**src/hw/rtl/perspective_to_planar_depth_macros.svh**
```systemverilog
// assertion macros for the perspective-to-planar depth block
// used by the top level; expects clk and rst_n in scope
`ifndef PERSPECTIVE_TO_PLANAR_DEPTH_MACROS_SVH
`define PERSPECTIVE_TO_PLANAR_DEPTH_MACROS_SVH

// implication checked at every clock edge outside reset
`define PPD_ASSERT_IMPL(label, ante, cons, msg) \
    label: assert property (@(posedge clk) disable iff (!rst_n) (ante) |-> (cons)) \
        else $error(msg);

// consequence checked in the cycle after the antecedent
`define PPD_ASSERT_NEXT(label, ante, cons, msg) \
    label: assert property (@(posedge clk) disable iff (!rst_n) (ante) |=> (cons)) \
        else $error(msg);

`endif

```
**src/hw/rtl/ppd_pkg.sv**
```systemverilog
// shared constants for the perspective-to-planar depth block
// no dependencies
`default_nettype none

package ppd_pkg;

    localparam int FOCAL_W    = 12;   // focal length register
    localparam int DIM_W      = 13;   // image width / height registers
    localparam int COORD_W    = 12;   // column / row fields
    localparam int OFS_W      = 15;   // signed doubled offset from center
    localparam int ABS_W      = 14;   // magnitude of doubled offset
    localparam int F2_W       = 13;   // doubled focal length
    localparam int DEN_W      = 28;   // (2f)^2 + dx2^2 + dy2^2
    localparam int CFG_IDX_W  = 2;
    localparam int CFG_DATA_W = 13;

    localparam logic [FOCAL_W-1:0] FOCAL_RESET  = 12'd128;
    localparam logic [DIM_W-1:0]   WIDTH_RESET  = 13'd256;
    localparam logic [DIM_W-1:0]   HEIGHT_RESET = 13'd144;

    typedef enum logic [CFG_IDX_W-1:0] {
        REG_FOCAL_LENGTH = 2'd0,
        REG_IMAGE_WIDTH  = 2'd1,
        REG_IMAGE_HEIGHT = 2'd2
    } cfg_reg_t;

endpackage

`default_nettype wire

```
**src/hw/rtl/ppd_root_step.sv**
```systemverilog
// one bit of the restoring root search: tests q | 2^BIT against the remainder
// single register stage, no multiplier; uses ppd_pkg
`default_nettype none

module ppd_root_step
    import ppd_pkg::*;
#(
    parameter int DEPTH_BITS = 16,
    parameter int BIT        = 15
) (
    input  wire logic                               clk,
    input  wire logic                               en,
    input  wire logic [2*(DEPTH_BITS+F2_W)-1:0]     rem_in,
    input  wire logic [DEPTH_BITS+DEN_W-1:0]        qd_in,
    input  wire logic [DEPTH_BITS-1:0]              q_in,
    input  wire logic [DEN_W-1:0]                   den_in,
    input  wire logic                               fz_in,
    output logic [2*(DEPTH_BITS+F2_W)-1:0]          rem_out,
    output logic [DEPTH_BITS+DEN_W-1:0]             qd_out,
    output logic [DEPTH_BITS-1:0]                   q_out,
    output logic [DEN_W-1:0]                        den_out,
    output logic                                    fz_out
);

    localparam int REM_W = 2 * (DEPTH_BITS + F2_W);
    localparam int QD_W  = DEPTH_BITS + DEN_W;
    localparam int T_W   = 2 * DEPTH_BITS + DEN_W + 1;

    // growth of q^2*den when bit is set: (2q*2^b + 2^2b)*den
    logic [T_W-1:0] growth;
    logic           fit;

    logic [REM_W-1:0]      rem_reg;
    logic [QD_W-1:0]       qd_reg;
    logic [DEPTH_BITS-1:0] q_reg;
    logic [DEN_W-1:0]      den_reg;
    logic                  fz_reg;

    always_comb
    begin
        growth = (T_W'(den_in) << (2 * BIT)) + (T_W'(qd_in) << (BIT + 1));
        fit    = !fz_in && (growth <= T_W'(rem_in));
    end

    always_ff @(posedge clk)
    begin
        if (en)
        begin
            rem_reg <= fit ? (rem_in - REM_W'(growth)) : rem_in;
            qd_reg  <= fit ? (qd_in + (QD_W'(den_in) << BIT)) : qd_in;
            q_reg   <= fit ? (q_in | (DEPTH_BITS'(1) << BIT)) : q_in;
            den_reg <= den_in;
            fz_reg  <= fz_in;
        end
    end

    assign rem_out = rem_reg;
    assign qd_out  = qd_reg;
    assign q_out   = q_reg;
    assign den_out = den_reg;
    assign fz_out  = fz_reg;

endmodule

`default_nettype wire

```
**config.mk**
```make
export PLATFORM = sky130hd
export DESIGN_NAME = ppd_root_step
export DESIGN_NICKNAME = d
export VERILOG_FILES = /design/src/hw/rtl/perspective_to_planar_depth_macros.svh /design/src/hw/rtl/ppd_pkg.sv /design/src/hw/rtl/ppd_root_step.sv
export SDC_FILE = /design/constraint.sdc
export NUM_CORES = 1
export LEC_CHECK = 0
export BUFFER_PORTS_ARGS = -buffer_cell sky130_fd_sc_hd__buf_2
export CORE_MARGIN = 2
export CORE_UTILIZATION = 59
export CTS_BUF_LIST = sky130_fd_sc_hd__clkbuf_16
export CTS_CLUSTER_SIZE = 30
export DETAILED_ROUTE_END_ITERATION = 8
export PLACE_DENSITY_LB_ADDON = 0.1
export SLEW_MARGIN = 40
export SYNTH_ARGS = -nofsm -noshare
export SYNTH_HDL_FRONTEND = slang
export SYNTH_SLANG_ARGS = --single-unit
export TNS_END_PERCENT = 30
```
**constraint.sdc**
```tcl
create_clock -name clk -period 7.65 [get_ports clk]
set_clock_uncertainty 0.15 [all_clocks]
set_input_delay 0 -clock clk [delete_from_list [all_inputs] [get_ports clk]]
set_output_delay 0 -clock clk [all_outputs]
set_load 0.01 [all_outputs]
```
==> results.cfg <==
[worst_setup_path]
cp_slowest_cell = dlygate4sd3_1
cp.required_ns = 7.67
cp_max_fo = 26
crit_path_start_kind = primary input
critical_path.cell_chain = dlygate4sd3_1 > buf_2 > ha_1 > a21o_1 > a21oi_1 > a21o_1 > o211ai_2 > a311o_1 > a2111oi_4 > nor3b_1 > o21ai_0 > a21oi_1 > ha_1 > and3_1 > nand3_1 > nor3_1 > a31oi_1 > o22ai_1 > o21a_4 > buf_4 > mux2_4
path_delay_family = compound AO/OA/AOI/OAI gates
endpoint_kind = flop
endpoint = qd_out[20]
cp.buffers_inverters = 3
crit_start = den_in[4]
cp.arrival_ns = 5.99
cp.depth = 21
slowest_delay_ns = 0.54
critical_path_class = in2reg

[drt]
dr_total_vias = 10450
drtIter0Drc = 530
drt_first_pass_iters = 5
drc = 0
ant_nets = 0
wirelength_mm = 34.43
viasPerCell = 5.656
routedWlPerCell_um = 18.64

[clock_network]
ctsHtreeMaxLevel = 4
cts_tree = yes
clockRootBuffer = clkbuf_16
clock-sinks = 147
clk_pin_slew_ns = 0.07
cts.path.max_buffers = 2
numCtsBuffers = 17
cts_setup_buffers = 0

[yosys]
synth_largest_area_cell = edfxtp_1
synth-async-reset-ratio_pct = 0
synth_top_area_share_pct = 38.02
synthTopCellsByArea = edfxtp_1, ha_1, a21oi_1, mux2_4, mux2i_1
synth_ff_type = edfxtp_1
synth_edf_count = 147
synth_cell_types = 68
ys_seq_elements = 147
syn_nets = 1423
seq_area_frac_synth_pct = 38.02
synth_area_sq_um = 11610
syn_inst = 1132
synth_area_per_cell_sq_um = 10.26
yosys_warnings = 0

[sta]
post-route-period-util_pct = 78.03
tightest_slew_ns = 0.7924
setup_tns_ns = 0
clock.fmax_ghz = 0.1675
worst_slack_ns = 1.681
rsz0062_at_grt = no
timing.slew.headroom_pct = 47.17
slew_viol_final = 0
setup-violations-final = 0
layout_min_cycle_time_ns = 5.969
hold_violations = 0

[layout]
stdcell_count = 1847
nets = 1857
final_common_cell = buf_2
drive_gt1_share_pct = 23.81
fillers = 1318
area_growth_pct = 32.59
final_core_util_pct = 79.36
final_cell_mix = buf_2, edfxtp_1, dlygate4sd3_1

[floorplanning]
die_h_um = 144.3
ios = 296
die_x_um = 144.3
coreArea_sq_um = 19400
die_area_sq_um = 20820
initial_core_util_pct = 59.86
row_count = 51

[grt]
grt_max_degree = 96
grt-ovfl-total = 0
grt_pass1_wl_mm = 52.81
grt_usage_pct = 32.49
antenna_found_initial = 3
grt_pass1_vias = 10500

[power]
power_mw = 3.024
power.density_nw_per_um2 = 196.4
peakVddDrop_uv = 176.3
p_leak_nw = 7.080

[placement]
dp.cells = 1665
gp_congestion = 0.9288
numPortBuffers = 295
dp_slack_ns = 1.921
dpl.hpwl_mm = 23.92

[status]
status = finished clean

[hold_path]
min_delay_path_depth = 1
hold_path_class = in2reg

[run]
maxCapViolCount = 0
==> metrics by stage <==
step / hold WS (ns) / instance area, sq um
global placement: 0.02650 / 13290
floorplan: -0.05113 / 11610
detailed placement: 0.02838 / 13310
global route: 0.1296 / 15390
CTS: 0.01599 / 15380
finish: 0.05937 / 15390
==> cells by family (layout without fill, tap and decap cells) <==
family,after synthesis,in the layout,synth area share [%]
other,0,3,0
adder cells (fa/ha/maj),142,142,15.50
XOR/XNOR,80,80,6.034
flip-flops,147,147,38.02
buffers and inverters,135,582,4.763
AND/OR/NAND/NOR,244,244,10.69
multiplexers,70,70,7.263
AO/OA/AOI/OAI,314,314,17.74
==> worst min path at each step <==
stage                   start         end  slack (ns)
floorplan           den_in[0]  den_out[0]       -0.05
global placement      q_in[7]    q_out[7]        0.03
detailed placement    q_in[7]    q_out[7]        0.03
CTS                        en  qd_out[18]        0.02
global route               en  qd_out[18]        0.13
finish                     en  qd_out[18]        0.06
==> synth_stat cells (15+ instances only) <==
cell,n
nand2b_1,15
a211oi_1,16
ha_1,139
a21oi_1,98
xor2_1,36
edfxtp_1,147
o21ai_0,52
o211ai_1,15
xnor2_1,44
nand2_1,53
a31oi_1,15
inv_1,105
mux2i_1,40
mux2_4,28
nand3_1,26
a21o_1,52
clkbuf_1,21
nor2_1,54
nor2b_1,19
==> metal layers <==
| metal | global-route usage [%] | vias to the layer above | wire length (um) |
|---|---|---|---|
| met3 | 6.921 | 73 | 2495 |
| met2 | 56.17 | 417 | 16920 |
| met5 | 0 | - | 0 |
| met4 | 14.10 | 0 | 1218 |
| li1 | - | 5046 | - |
| met1 | 39.15 | 4911 | 13790 |
==> sequential cells by signal (all words and copies together), names as in the netlist <==
signal	flops
fz_out	1
rem_out	58
den_out	28
q_out	16
qd_out	44
==> final cells by class <==
type | instances | area (sq um) | share of cell area, %
diodes | 3 | 7.507 | 0.04876
clock buffers | 17 | 425.4 | 2.763
clock inverters | 15 | 178.9 | 1.162
inverters | 105 | 394.1 | 2.560
multi-input cells | 850 | 6651 | 43.21
flip-flops and latches | 147 | 4414 | 28.67
well taps | 265 | 331.6 | 2.154
repair buffers | 445 | 2992 | 19.43
==> report_power, final <==
group          internal (mW)  switching [mW]  total [mW]
registers              0.981          0.0213        1.00
clock network          0.496           0.385       0.881
logic                  0.498           0.643        1.14
==> timing repair <==
item	CTS	global route
hold buffers	147	0
setup endpoints to repair	0	0
resized for setup	0	0
hold endpoints to repair	147	0
(Power assumes the default switching activity.)
