<file path="config.mk">
export PLATFORM = sky130hd
export DESIGN_NAME = ppd_front
export DESIGN_NICKNAME = d
export VERILOG_FILES = /design/src/hw/rtl/perspective_to_planar_depth_macros.svh /design/src/hw/rtl/ppd_pkg.sv /design/src/hw/rtl/ppd_front.sv
export SDC_FILE = /design/constraint.sdc
export NUM_CORES = 2
export LEC_CHECK = 0
export BUFFER_PORTS_ARGS = -buffer_cell sky130_fd_sc_hd__buf_2
export CAP_MARGIN = 20
export CORE_MARGIN = 2
export CORE_UTILIZATION = 45
export DETAILED_ROUTE_END_ITERATION = 7
export PLACE_DENSITY = 0.71
export RECOVER_POWER = 25
export SLEW_MARGIN = 0
export SYNTH_ARGS = -nofsm -noshare
export SYNTH_HDL_FRONTEND = slang
export SYNTH_SLANG_ARGS = --single-unit
</file>
<file path="constraint.sdc">
create_clock -name clk -period 7.6 [get_ports clk]
set_input_delay 0.76 -clock clk [delete_from_list [all_inputs] [get_ports clk]]
set_output_delay 0.76 -clock clk [all_outputs]
set_load 0.01 [all_outputs]
</file>
<file path="src/hw/rtl/perspective_to_planar_depth_macros.svh">
// assertion macros for the perspective-to-planar depth block
// used by the top level; expects clk and rst_n in scope
`ifndef PERSPECTIVE_TO_PLANAR_DEPTH_MACROS_SVH
`define PERSPECTIVE_TO_PLANAR_DEPTH_MACROS_SVH

// implication checked at every clock edge outside reset
`define PPD_ASSERT_IMPL(label, ante, cons, msg) \
    label: assert property (@(posedge clk) disable iff (!rst_n) (ante) |-> (cons)) \
        else $error(msg);

// consequence checked in the cycle after the antecedent
`define PPD_ASSERT_NEXT(label, ante, cons, msg) \
    label: assert property (@(posedge clk) disable iff (!rst_n) (ante) |=> (cons)) \
        else $error(msg);

`endif

</file>
<file path="src/hw/rtl/ppd_pkg.sv">
// shared constants for the perspective-to-planar depth block
// no dependencies
`default_nettype none

package ppd_pkg;

    localparam int FOCAL_W    = 12;   // focal length register
    localparam int DIM_W      = 13;   // image width / height registers
    localparam int COORD_W    = 12;   // column / row fields
    localparam int OFS_W      = 15;   // signed doubled offset from center
    localparam int ABS_W      = 14;   // magnitude of doubled offset
    localparam int F2_W       = 13;   // doubled focal length
    localparam int DEN_W      = 28;   // (2f)^2 + dx2^2 + dy2^2
    localparam int CFG_IDX_W  = 2;
    localparam int CFG_DATA_W = 13;

    localparam logic [FOCAL_W-1:0] FOCAL_RESET  = 12'd128;
    localparam logic [DIM_W-1:0]   WIDTH_RESET  = 13'd256;
    localparam logic [DIM_W-1:0]   HEIGHT_RESET = 13'd144;

    typedef enum logic [CFG_IDX_W-1:0] {
        REG_FOCAL_LENGTH = 2'd0,
        REG_IMAGE_WIDTH  = 2'd1,
        REG_IMAGE_HEIGHT = 2'd2
    } cfg_reg_t;

endpackage

`default_nettype wire

</file>
<file path="src/hw/rtl/ppd_front.sv">
// geometry front end: offsets, squares, denominator and squared numerator
// three register stages; uses ppd_pkg
`default_nettype none

module ppd_front
    import ppd_pkg::*;
#(
    parameter int DEPTH_BITS = 16
) (
    input  wire logic                        clk,
    input  wire logic [2:0]                  en,
    input  wire logic [COORD_W-1:0]          column,
    input  wire logic [COORD_W-1:0]          row,
    input  wire logic [DEPTH_BITS-1:0]       ray_depth,
    input  wire logic [FOCAL_W-1:0]          focal_length,
    input  wire logic [DIM_W-1:0]            image_width,
    input  wire logic [DIM_W-1:0]            image_height,
    output logic [DEN_W-1:0]                 den,
    output logic [2*(DEPTH_BITS+F2_W)-1:0]   lim,
    output logic                             f_zero
);

    localparam int NUM_W = DEPTH_BITS + F2_W;
    localparam int LIM_W = 2 * NUM_W;

    logic signed [OFS_W-1:0] dx;
    logic signed [OFS_W-1:0] dy;
    logic [OFS_W-1:0]        dx_mag;
    logic [OFS_W-1:0]        dy_mag;

    // stage 0
    logic [ABS_W-1:0]      dxa_reg, dya_reg;
    logic [F2_W-1:0]       f2_reg;
    logic [DEPTH_BITS-1:0] depth_reg;
    logic                  fz0_reg;
    // stage 1
    logic [DEN_W-1:0]      sqx_reg, sqy_reg, ff_reg;
    logic [NUM_W-1:0]      num_reg;
    logic                  fz1_reg;
    // stage 2
    logic [DEN_W-1:0]      den_reg;
    logic [LIM_W-1:0]      lim_reg;
    logic                  fz2_reg;

    always_comb
    begin
        dx = $signed({2'b00, column, 1'b0}) - $signed({2'b00, image_width}) + 15'sd2;
        dy = $signed({2'b00, row, 1'b0}) - $signed({2'b00, image_height}) + 15'sd2;
        dx_mag = dx[OFS_W-1] ? (~dx + 15'd1) : dx;
        dy_mag = dy[OFS_W-1] ? (~dy + 15'd1) : dy;
    end

    always_ff @(posedge clk)
    begin
        if (en[0])
        begin
            dxa_reg   <= dx_mag[ABS_W-1:0];
            dya_reg   <= dy_mag[ABS_W-1:0];
            f2_reg    <= {focal_length, 1'b0};
            depth_reg <= ray_depth;
            fz0_reg   <= (focal_length == '0);
        end
        if (en[1])
        begin
            sqx_reg <= DEN_W'(dxa_reg) * DEN_W'(dxa_reg);
            sqy_reg <= DEN_W'(dya_reg) * DEN_W'(dya_reg);
            ff_reg  <= DEN_W'(f2_reg) * DEN_W'(f2_reg);
            num_reg <= NUM_W'(depth_reg) * NUM_W'(f2_reg);
            fz1_reg <= fz0_reg;
        end
        if (en[2])
        begin
            den_reg <= sqx_reg + sqy_reg + ff_reg;
            lim_reg <= LIM_W'(num_reg) * LIM_W'(num_reg);
            fz2_reg <= fz1_reg;
        end
    end

    assign den    = den_reg;
    assign lim    = lim_reg;
    assign f_zero = fz2_reg;

endmodule

`default_nettype wire

</file>
==> flow_summary.ini <==
[drt]
wire_per_inst_um = 16.7
routed_wl_um = 121000
drc = 0
routed_via_density = 5.06
num_vias = 36700
ant_nets = 0
drt_first_pass_iters = 5
drt_iter0_markers = 1825

[sta]
slew_viol_final = 130
hold_viol_final = 0
finalSetupViolCount = 0
fmax_mhz = 135
slew_headroom_pct = -133
fin_hold_ws_ns = 0.303
period_share_pct = 97.3
tightest_slew_ns = 3.50
setup_ws_ns = 0.207
skew_ns = 0.0316
finalCriticalPeriod_ns = 7.39

[synth]
synth_edf_count = 247
yosys_most_used_dff = edfxtp_1
ys_warn_count = 0
synth.yosys.seq_area_share_pct = 13.7
synthCells = 5433
syn_avg_cell_area_um2 = 9.95
synth-seq-cells = 247
synth_cell_types = 91
syn_area_um2 = 54100
synthArstFlopShare_pct = 0

[place]
dpl_cell_area_um2 = 57200
gp_congestion = 0.923
dp_hpwl_um = 102000
preCtsSetupSlack_ns = -0.161
numPortBuffers = 165

[clock_network]
cts_hold_buffers = 0
cts.sinks = 247
cts_buffer_depth = 3
cts.htree.levels = 1
numCtsBuffers = 31
clk_transition_reported_paths_ns = 0.07
cts_tree = yes
root_buffer = clkbuf_16
clk_latency_ns = 0.65

[critical_path]
reg2reg_slack_ns = 0.21
critPathKind = reg2reg
crit_start = num_reg[10]$_DFFE_PP_
reg2reg_depth = 25
critPathLaunchType = flip-flop
cp.required_ns = 7.99
rr_endpoint = lim[55]$_DFFE_PP_
arrival_ns = 7.78
crit_path_end = lim[55]$_DFFE_PP_
r2r_start = num_reg[10]$_DFFE_PP_
cp_max_fo = 6
end_kind = flip-flop

[global_route]
grt_max_degree = 69
gr-total-overflow = 0
grt_pass1_wl_um = 200000
grt_pass1_vias = 39500
antenna_found_initial = 3
grt.total_usage_pct = 20.3

[outcome]
status = finished, violations left
violations = max-capacitance violations, max-slew violations

[cells_and_area]
design_area_um2 = 58700
layout.nets = 7379
largest_reg_flops = 55
nFillCells = 11000
antenna_cells = 0
drive_above_1_share_pct = 7.23
seq_area_um2 = 7420
multi_input_area_um2 = 41300
syn_to_final_growth_pct = 8.60

[floorplan]
die-area_um2 = 123000
io_pins = 169
rows = 127
die_height_um = 351
initial_core_util_pct = 45.3
die_w_um = 351
coreArea_um2 = 119000

[worst_hold_path]
min_path_type = in2reg

[job]
drv_cap = 3
[layout by cell type (no fill, tap or decap), types with 7 or more instances in the layout]
| cell type | synthesis | layout |
|---|---|---|
| ha_4 | 0 | 7 |
| nand2_1 | 492 | 492 |
| nand3_1 | 33 | 33 |
| buf_6 | 1 | 11 |
| nand2b_1 | 29 | 29 |
| xor2_1 | 83 | 83 |
| edfxtp_1 | 247 | 247 |
| o211ai_1 | 13 | 13 |
| o31ai_1 | 9 | 9 |
| buf_12 | 0 | 10 |
| a211oi_1 | 17 | 17 |
| nor2_1 | 162 | 160 |
| nor2b_1 | 37 | 37 |
| a21oi_1 | 156 | 153 |
| o21a_1 | 30 | 30 |
| nor3_1 | 26 | 24 |
| and3_1 | 26 | 26 |
| buf_4 | 3 | 110 |
| xnor2_1 | 166 | 166 |
| a221oi_1 | 7 | 7 |
| buf_2 | 1 | 150 |
| and2_1 | 367 | 367 |
| nand4_1 | 15 | 15 |
| and4_1 | 7 | 7 |
| a31oi_1 | 16 | 16 |
| nor3b_1 | 7 | 7 |
| clkbuf_16 | 0 | 31 |
| o21bai_1 | 20 | 20 |
| a21o_1 | 77 | 77 |
| or3_1 | 12 | 12 |
| fa_1 | 1079 | 1077 |
| o21ai_0 | 89 | 83 |
| clkbuf_1 | 156 | 21 |
| nor4_1 | 8 | 8 |
| or2_2 | 10 | 10 |
| inv_1 | 1319 | 1317 |
| ha_1 | 613 | 602 |
[worst min-delay path by stage]
stage                      startpoint                       to  slack, ns  depth (start not counted)
floorplan           fz1_reg$_DFFE_PP_         f_zero$_DFFE_PP_       0.40                          0
global placement    fz0_reg$_DFFE_PP_        fz1_reg$_DFFE_PP_       0.42                          0
detailed placement  fz0_reg$_DFFE_PP_        fz1_reg$_DFFE_PP_       0.42                          0
CTS                      ray_depth[2]   depth_reg[2]$_DFFE_PP_       0.27                          1
global route            ray_depth[11]  depth_reg[11]$_DFFE_PP_       0.29                          1
finish                   ray_depth[1]   depth_reg[1]$_DFFE_PP_       0.30                          1
[per-layer routing]
layer,global-route usage (%),share of wire [%],vias up
li1,-,-,17000
met1,25.5,40,18600
met2,36.4,51,893
met3,2.55,5.2,194
met4,6.33,3.4,0
met5,0,0,-
[metrics by stage]
stage | utilization, % | instances | TNS (ns)
final | 49.1 | 7242 | 0
after global routing | 49.1 | 7242 | -0.0785
after CTS | 48.8 | 7219 | 0
after detailed placement | 47.9 | 7156 | -0.433
after global placement | 47.9 | 7156 | -0.164
after floorplan | - | 5435 | 0
[logic make-up (layout without fill, tap and decap cells)]
family                   Yosys count  count (layout)  share of synthesized area (%)
adder cells (fa/ha/maj)         1692            1692                           54.1
other                              1               3                        0.00694
AND/OR/NAND/NOR                 1245            1245                           11.4
multiplexers                       7               7                          0.143
XOR/XNOR                         249             249                           4.03
flip-flops                       247             247                           13.7
AO/OA/AOI/OAI                    508             508                           6.26
buffers and inverters           1484            1679                           10.3
[cells in the mapped netlist (29+ instances only)]
library cell | count | area share (%)
a21o_1 | 77 | 1.1
xnor2_1 | 166 | 2.7
nand2_1 | 492 | 3.4
xor2_1 | 83 | 1.3
fa_1 | 1079 | 40
clkbuf_1 | 156 | 1.1
ha_1 | 613 | 14
and2_1 | 367 | 4.2
o21a_1 | 30 | 0.42
a21oi_1 | 156 | 1.4
nor2b_1 | 37 | 0.43
nand3_1 | 33 | 0.31
edfxtp_1 | 247 | 14
o21ai_0 | 89 | 0.82
nand2b_1 | 29 | 0.34
nor2_1 | 162 | 1.1
inv_1 | 1319 | 9.2
[final cells by class]
class | instances | area share, %
Multi-Input combinational cell | 3704 | 70.3
Sequential cell | 247 | 12.6
Inverter | 1320 | 8.44
Tap cell | 1612 | 3.43
Timing Repair Buffer | 301 | 3.38
Clock buffer | 34 | 1.34
Clock inverter | 24 | 0.494
[timing repair]
action,in CTS,in global routing
pin swaps,0,12
setup buffers,5,21
cloned,0,1
gates resized for setup,3,48
setup endpoints to repair,3,14
[critical path: stages, from the launching register on]
cell,delay [ns]
edfxtp_1,0.43
buf_4,0.17
buf_6,0.12
buf_4,0.14
nand2_1,0.10
inv_1,0.07
fa_1,0.49
inv_1,0.06
fa_1,0.55
inv_1,0.06
fa_1,0.49
fa_1,0.57
fa_1,0.44
fa_1,0.53
fa_1,0.43
ha_1,0.34
ha_2,0.41
nand4_1,0.17
nor3_2,0.24
a21oi_4,0.11
o41ai_4,0.34
buf_6,0.19
a31oi_2,0.12
a21oi_2,0.25
a41oi_2,0.16
xnor2_1,0.15
Power is left out: the tool's default activity adds up to more than one toggle a clock period on the data nets, which glitch-free logic cannot reach.
